`src/rtl/dmpc_pkg.sv`:
```
`timescale 1ns / 1ps
package dmpc_pkg;

  localparam int unsigned DMPC_DATA_WIDTH = 32;

  localparam int unsigned FIELD_W    = 32;
  localparam int unsigned DOMAIN_W   = 31;
  localparam int unsigned IN_DATA_W  = 64;
  localparam int unsigned OUT_DATA_W = 32;
  localparam int unsigned CFG_ADDR_W = 3;
  localparam int unsigned CFG_DATA_W = 64;

  // Q16.16 product realignment and constant division
  localparam int unsigned PROD_SHIFT = 16;
  localparam int unsigned DIGIT_W    = 8;
  localparam int unsigned REM_W      = 10;
  localparam logic [REM_W-1:0] DIV_K_P = 10'd100;
  localparam logic [REM_W-1:0] DIV_K_I = 10'd1000;

  typedef enum logic [CFG_ADDR_W-1:0] {
    REG_CONTROL_MODE    = 3'd0,
    REG_PROP_GAIN       = 3'd1,
    REG_INTEG_GAIN      = 3'd2,
    REG_DERIV_GAIN      = 3'd3,
    REG_INTEG_DOMAIN    = 3'd4,
    REG_DERIV_DOMAIN    = 3'd5,
    REG_OUTPUT_LIMITS   = 3'd6,
    REG_INTEGRAL_LIMITS = 3'd7
  } cfg_reg_e;

  typedef enum logic {
    MODE_INCREMENTAL = 1'b0,
    MODE_POSITIONAL  = 1'b1
  } mode_e;

  typedef enum logic [1:0] {
    TERM_P,
    TERM_I,
    TERM_D
  } term_e;

  typedef enum logic [3:0] {
    OP_NONE,
    OP_LOAD,
    OP_DIFF,
    OP_PREP,
    OP_MUL_LO,
    OP_MUL_HI,
    OP_COMBINE,
    OP_DIV_START,
    OP_FINISH,
    OP_SUM,
    OP_TOTAL,
    OP_CLAMP,
    OP_COMMIT
  } dp_op_e;

  typedef enum logic [3:0] {
    S_IDLE,
    S_DIFF,
    S_PREP,
    S_TERM,
    S_MUL_LO,
    S_MUL_HI,
    S_COMBINE,
    S_DIV_START,
    S_DIV_WAIT,
    S_FINISH,
    S_SUM,
    S_TOTAL,
    S_CLAMP,
    S_COMMIT
  } ctrl_state_e;

  typedef struct packed {
    dp_op_e op;
    term_e  term;
  } dp_cmd_t;

  typedef struct packed {
    logic term_on;
    logic div_done;
    logic out_free;
  } dp_status_t;

endpackage

```
`src/rtl/dmpc_ctrl.sv`:
```
`timescale 1ns / 1ps
module dmpc_ctrl import dmpc_pkg::*; (
  input  logic       clk_i,
  input  logic       rst_ni,
  input  logic       in_valid_i,
  output logic       in_ready_o,
  input  dp_status_t status_i,
  output dp_cmd_t    cmd_o
);

  ctrl_state_e state_q, state_d;
  term_e       term_q, term_d;

  always_ff @(posedge clk_i or negedge rst_ni) begin
    if (!rst_ni) begin
      state_q <= S_IDLE;
      term_q  <= TERM_P;
    end else begin
      state_q <= state_d;
      term_q  <= term_d;
    end
  end

  always_comb begin
    state_d    = state_q;
    term_d     = term_q;
    in_ready_o = 1'b0;
    cmd_o.op   = OP_NONE;
    cmd_o.term = term_q;
    case (state_q)
      S_IDLE: begin
        in_ready_o = 1'b1;
        if (in_valid_i) begin
          cmd_o.op = OP_LOAD;
          state_d  = S_DIFF;
        end
      end
      S_DIFF: begin
        cmd_o.op = OP_DIFF;
        state_d  = S_PREP;
      end
      S_PREP: begin
        cmd_o.op = OP_PREP;
        term_d   = TERM_P;
        state_d  = S_TERM;
      end
      S_TERM:   state_d = status_i.term_on ? S_MUL_LO : S_FINISH;
      S_MUL_LO: begin
        cmd_o.op = OP_MUL_LO;
        state_d  = S_MUL_HI;
      end
      S_MUL_HI: begin
        cmd_o.op = OP_MUL_HI;
        state_d  = S_COMBINE;
      end
      S_COMBINE: begin
        cmd_o.op = OP_COMBINE;
        state_d  = (term_q == TERM_D) ? S_FINISH : S_DIV_START;
      end
      S_DIV_START: begin
        cmd_o.op = OP_DIV_START;
        state_d  = S_DIV_WAIT;
      end
      S_DIV_WAIT: begin
        if (status_i.div_done) begin
          state_d = S_FINISH;
        end
      end
      S_FINISH: begin
        cmd_o.op = OP_FINISH;
        case (term_q)
          TERM_P: begin
            term_d  = TERM_I;
            state_d = S_TERM;
          end
          TERM_I: begin
            term_d  = TERM_D;
            state_d = S_TERM;
          end
          default: state_d = S_SUM;
        endcase
      end
      S_SUM: begin
        cmd_o.op = OP_SUM;
        state_d  = S_TOTAL;
      end
      S_TOTAL: begin
        cmd_o.op = OP_TOTAL;
        state_d  = S_CLAMP;
      end
      S_CLAMP: begin
        cmd_o.op = OP_CLAMP;
        state_d  = S_COMMIT;
      end
      S_COMMIT: begin
        if (status_i.out_free) begin
          cmd_o.op = OP_COMMIT;
          state_d  = S_IDLE;
        end
      end
      default: state_d = S_IDLE;
    endcase
  end

endmodule

```
`config.mk`:
```
export PLATFORM = sky130hd
export DESIGN_NAME = dmpc_ctrl
export DESIGN_NICKNAME = d
export VERILOG_FILES = /design/src/rtl/dmpc_pkg.sv /design/src/rtl/dmpc_ctrl.sv
export SDC_FILE = /design/constraint.sdc
export NUM_CORES = 1
export LEC_CHECK = 0
export BUFFER_PORTS_ARGS = -buffer_cell sky130_fd_sc_hd__buf_4
export CAP_MARGIN = 25
export CORE_AREA = 2 2 39 41
export DETAILED_ROUTE_END_ITERATION = 6
export DIE_AREA = 0 0 41 43
export PLACE_DENSITY_LB_ADDON = 0.3
export SLEW_MARGIN = 20
export SYNTH_ARGS = -nofsm -noshare
export SYNTH_HDL_FRONTEND = slang
export SYNTH_SLANG_ARGS = --single-unit
```
`constraint.sdc`:
```
create_clock -name clk_i -period 2.75 [get_ports clk_i]
set_input_delay 0.1375 -clock clk_i [delete_from_list [all_inputs] [get_ports clk_i]]
set_output_delay 0.1375 -clock clk_i [all_outputs]
set_load 0.02 [all_outputs]
```
==> results <==
- The run finished with clean final reports.
- For this design the static power due to leakage is 0.2767 nW.
- The length of routed wiring on met1 is 593 µm.
- The maximum fanout along the worst path is 18.
- The peak ir drop on the vdd network is 0.5197 mV.
- The post-detailed-route wirelength per cell is 12.21 µm.
- The area added between synthesis and finish is 17.66%.
- The number of routed nets with antenna violations is 0.
- The cell area after synthesis is 545.5 µm².
- The number of nets at the end of the flow is 89.
- The number of CTS-inserted buffers is 3.
- The floorplan has 14 rows.
- The count of final setup violators is 0.
- After detailed routing, the number of remaining DRC violations is 0.
- Setup repair after global routing left no endpoint under its margin.
- The length in cells of the worst reg-to-reg path is 4.
- Synthesis produced a netlist with a net count of 78.
- The total global routing track utilization is 16.01%.
- The die is 43 µm tall.
- The worst path in the final design needs a cycle of 1881 ps, including I/O delays and setup.
- In the layout the commonest cells are sky130_fd_sc_hd__buf_4, sky130_fd_sc_hd__a21oi_1, sky130_fd_sc_hd__nand2_1, sky130_fd_sc_hd__nor2_1, sky130_fd_sc_hd__dfrtp_1.
- The worst setup path startpoint is state_q[1]$_DFFE_PN0P_.
- The library cell used most frequently in the layout, excluding fill and tap cells, is sky130_fd_sc_hd__buf_4.
- The repair_antennas step left the layout with diodes totalling 0.
- The number of buffers added for setup after CTS is 0.
- The kind of critical path is flip-flop to output pin.
- The sum of net half-perimeters after detailed placement is 840.3 µm.
- The min-delay analysis places its worst path in the category input port to async pin.
- The count of mapped cells out of synthesis is 72.
- Summing over every cut layer, the via total after detailed routing is 557.
- The top-level I/O count is 13.
- The final wirelength is 1184 µm.
- Once the floorplan was initialized, standard cells occupied 39.42% of the core.
- Yosys mapped the design onto 30 distinct sky130hd cell types.
- The placement-stage cell area is 609.3 µm².
- The critical path data required time is 2610 ps.
- Routed signal wires occupy layers up through met4.
- The total overflow left after global routing is 0.
- For flop-to-flop paths, the worst setup slack is 1210 ps.
- The number of pins exceeding their max-slew limit in the final report is 0.
- The clock drives 6 sinks.
- Synthesis inferred 6 register bits.
- After routing the design area is 641.9 µm².
- The number of global-route vias before repair was 459.
- The global placement routability congestion is 0.8701.
- The max capacitance violation total is 0.
- The Yosys step of the flow raised 0 warnings.
- The core region is 1384 µm².
- The reg-to-reg startpoint is state_q[3]$_DFFE_PN0P_.
- TritonCTS built the clock tree.
- During placement, the flow inserted port buffers numbering 12.
- Measured against its own limit, the worst slew margin works out to 59.97%.
- The final setup skew is 3.489 ps.
- Detailed routing placed a total of 535 µm of wire on met2.
- The overall die area is 1763 µm².
- The data arrival at the endpoint of the critical path is 1740 ps.
- The share of cells above drive strength 1 is 19.75%.
- In this run the deepest clock path goes through 2 buffers.
- The detailed route wirelength on metal3 is 27 µm.
- The first global-routing pass estimated 1911 µm of wire.
- The clock latency of the later-clocked register in the worst-skew pair is 240 ps.
- The count of final hold-check violations came to 0.
- The critical register-to-register path endpoint is term_q[0]$_DFFE_PN0P_.
- Clock-pin slew was measured on the worst setup and hold paths at 40 ps.
- The post-route setup TNS is 0 ps.
- The starting DRC count in detailed routing is 16.
- The maximum clock rate is 531.6 MHz.
- In the finished design, the share of the clock period the worst path needs comes to 68.40%.
- Averaged over all synthesized cells, the footprint is 7.577 µm².
- Using the TritonRoute via totals, the vias-per-cell ratio works out to 5.742.
- The element type at the critical path start is a flip-flop.
- The maximum number of pins on one net before global-route repair is 23.
- The root buffer cell is sky130_fd_sc_hd__clkbuf_4.
- The total iterations of the first detailed-routing run is 4.
- The sequential-to-total area share from yosys stat is 27.52%.
- The floorplan step set the die width to 41 µm.
- In this run the power density over the cells is 1349 nW/µm².
- STA classifies the critical path endpoint as an output pin.
- CTS built an H-tree with a depth of 1.
- The number of antenna violations at the first check in global routing came to 0.
- For the pin with the worst max-slew slack, the measured transition is 600.4 ps.
worst max-delay path, cell delays in order, from the launching register on:
cell and delay, ps:
sky130_fd_sc_hd__dfrtp_1 620, sky130_fd_sc_hd__and2b_2 310, sky130_fd_sc_hd__nor4b_1 240, sky130_fd_sc_hd__a21oi_1 60, sky130_fd_sc_hd__o21ai_0 100, sky130_fd_sc_hd__buf_4 170
report_power, final:
group / switching, mW / leakage, nW / internal (mW)
clock: 0.0296 / 0.0138 / 0.0492
sequential: 0.152 / 0.0716 / 0.129
combinational: 0.254 / 0.191 / 0.252
what timing repair did:
action	CTS	global route
gates resized for setup	0	0
hold endpoints to repair	6	0
setup endpoints to repair	0	0
hold buffers	1	0
stage by stage:
stage | std cells | hold WS [ps] | total power, mW | util [%] | setup WS (ps)
finish | 97 | 236.2 | 0.8658 | 46.38 | 868.9
global route | 97 | 245.2 | 0.9510 | 46.38 | 701.5
CTS | 97 | 230.3 | 0.8699 | 46.38 | 864.1
detailed placement | 93 | -51.25 | 0.7869 | 44.03 | 1137
global placement | 93 | -50.23 | 0.7800 | 44.03 | 1157
floorplan | 72 | -158.1 | 0.6686 | - | 1311
cell type report:
type / count / area, µm²
clock buffer: 3 / 22.52
fill: 137 / 742.0
inverter: 2 / 7.507
multi-input combinational: 57 / 341.6
sequential: 6 / 150.1
tap: 16 / 20.02
timing repair buffer: 13 / 100.1
how the worst max path moves through the flow:
| stage | cells after the start | end | slack (ps) |
|---|---|---|---|
| 6_report | 5 | cmd_o[3] | 870 |
| 5_1_grt | 5 | cmd_o[2] | 700 |
| 4_1_cts | 5 | cmd_o[3] | 860 |
| 3_5_place_dp | 5 | cmd_o[3] | 1140 |
| 3_3_place_gp | 5 | cmd_o[3] | 1160 |
| 2_1_floorplan | 5 | cmd_o[3] | 1310 |
registers in the layout, summed over array words and instances (netlist names):
name	cells
state_q	4
term_q	2
cell families after synthesis:
logic type             synth area share, %
AO/OA/AOI/OAI                        35.09
buffers and inverters                9.862
flip-flops                           27.52
AND/OR/NAND/NOR                      27.53
per-layer routing:
metal | vias up | global-route usage, %
met1 | 258 | 23.70
met3 | 2 | 3.141
met5 | - | 0
met2 | 11 | 19.69
li1 | 286 | -
met4 | 0 | 11.33
cell usage after synthesis:
master / number / area [µm²]
sky130_fd_sc_hd__a21oi_1: 10 / 50.05
sky130_fd_sc_hd__nand2_1: 7 / 26.28
sky130_fd_sc_hd__dfrtp_1: 6 / 150.1
sky130_fd_sc_hd__nor2_1: 6 / 22.52
sky130_fd_sc_hd__buf_2: 4 / 20.02
sky130_fd_sc_hd__o21ai_0: 4 / 20.02
sky130_fd_sc_hd__nor2b_1: 3 / 18.77
sky130_fd_sc_hd__o22ai_1: 3 / 18.77
sky130_fd_sc_hd__a21boi_0: 2 / 15.01
sky130_fd_sc_hd__buf_4: 2 / 15.01
sky130_fd_sc_hd__inv_1: 2 / 7.510
sky130_fd_sc_hd__nor3_1: 2 / 10.01
sky130_fd_sc_hd__nor3b_1: 2 / 15.01
sky130_fd_sc_hd__o21a_1: 2 / 15.01
sky130_fd_sc_hd__or3b_1: 2 / 17.52
sky130_fd_sc_hd__a221oi_1: 1 / 8.760
sky130_fd_sc_hd__a22o_1: 1 / 8.760
sky130_fd_sc_hd__a311oi_1: 1 / 8.760
sky130_fd_sc_hd__a31oi_1: 1 / 6.260
sky130_fd_sc_hd__and2b_2: 1 / 8.760
sky130_fd_sc_hd__and3_1: 1 / 6.260
sky130_fd_sc_hd__and3b_1: 1 / 8.760
sky130_fd_sc_hd__buf_6: 1 / 11.26
sky130_fd_sc_hd__nand3b_1: 1 / 7.510
sky130_fd_sc_hd__nor4b_1: 1 / 8.760
sky130_fd_sc_hd__o21ai_1: 1 / 5.000
sky130_fd_sc_hd__o221ai_1: 1 / 8.760
sky130_fd_sc_hd__o311a_1: 1 / 10.01
sky130_fd_sc_hd__o31ai_1: 1 / 7.510
sky130_fd_sc_hd__o32ai_1: 1 / 8.760
(Power assumes the default switching activity.)
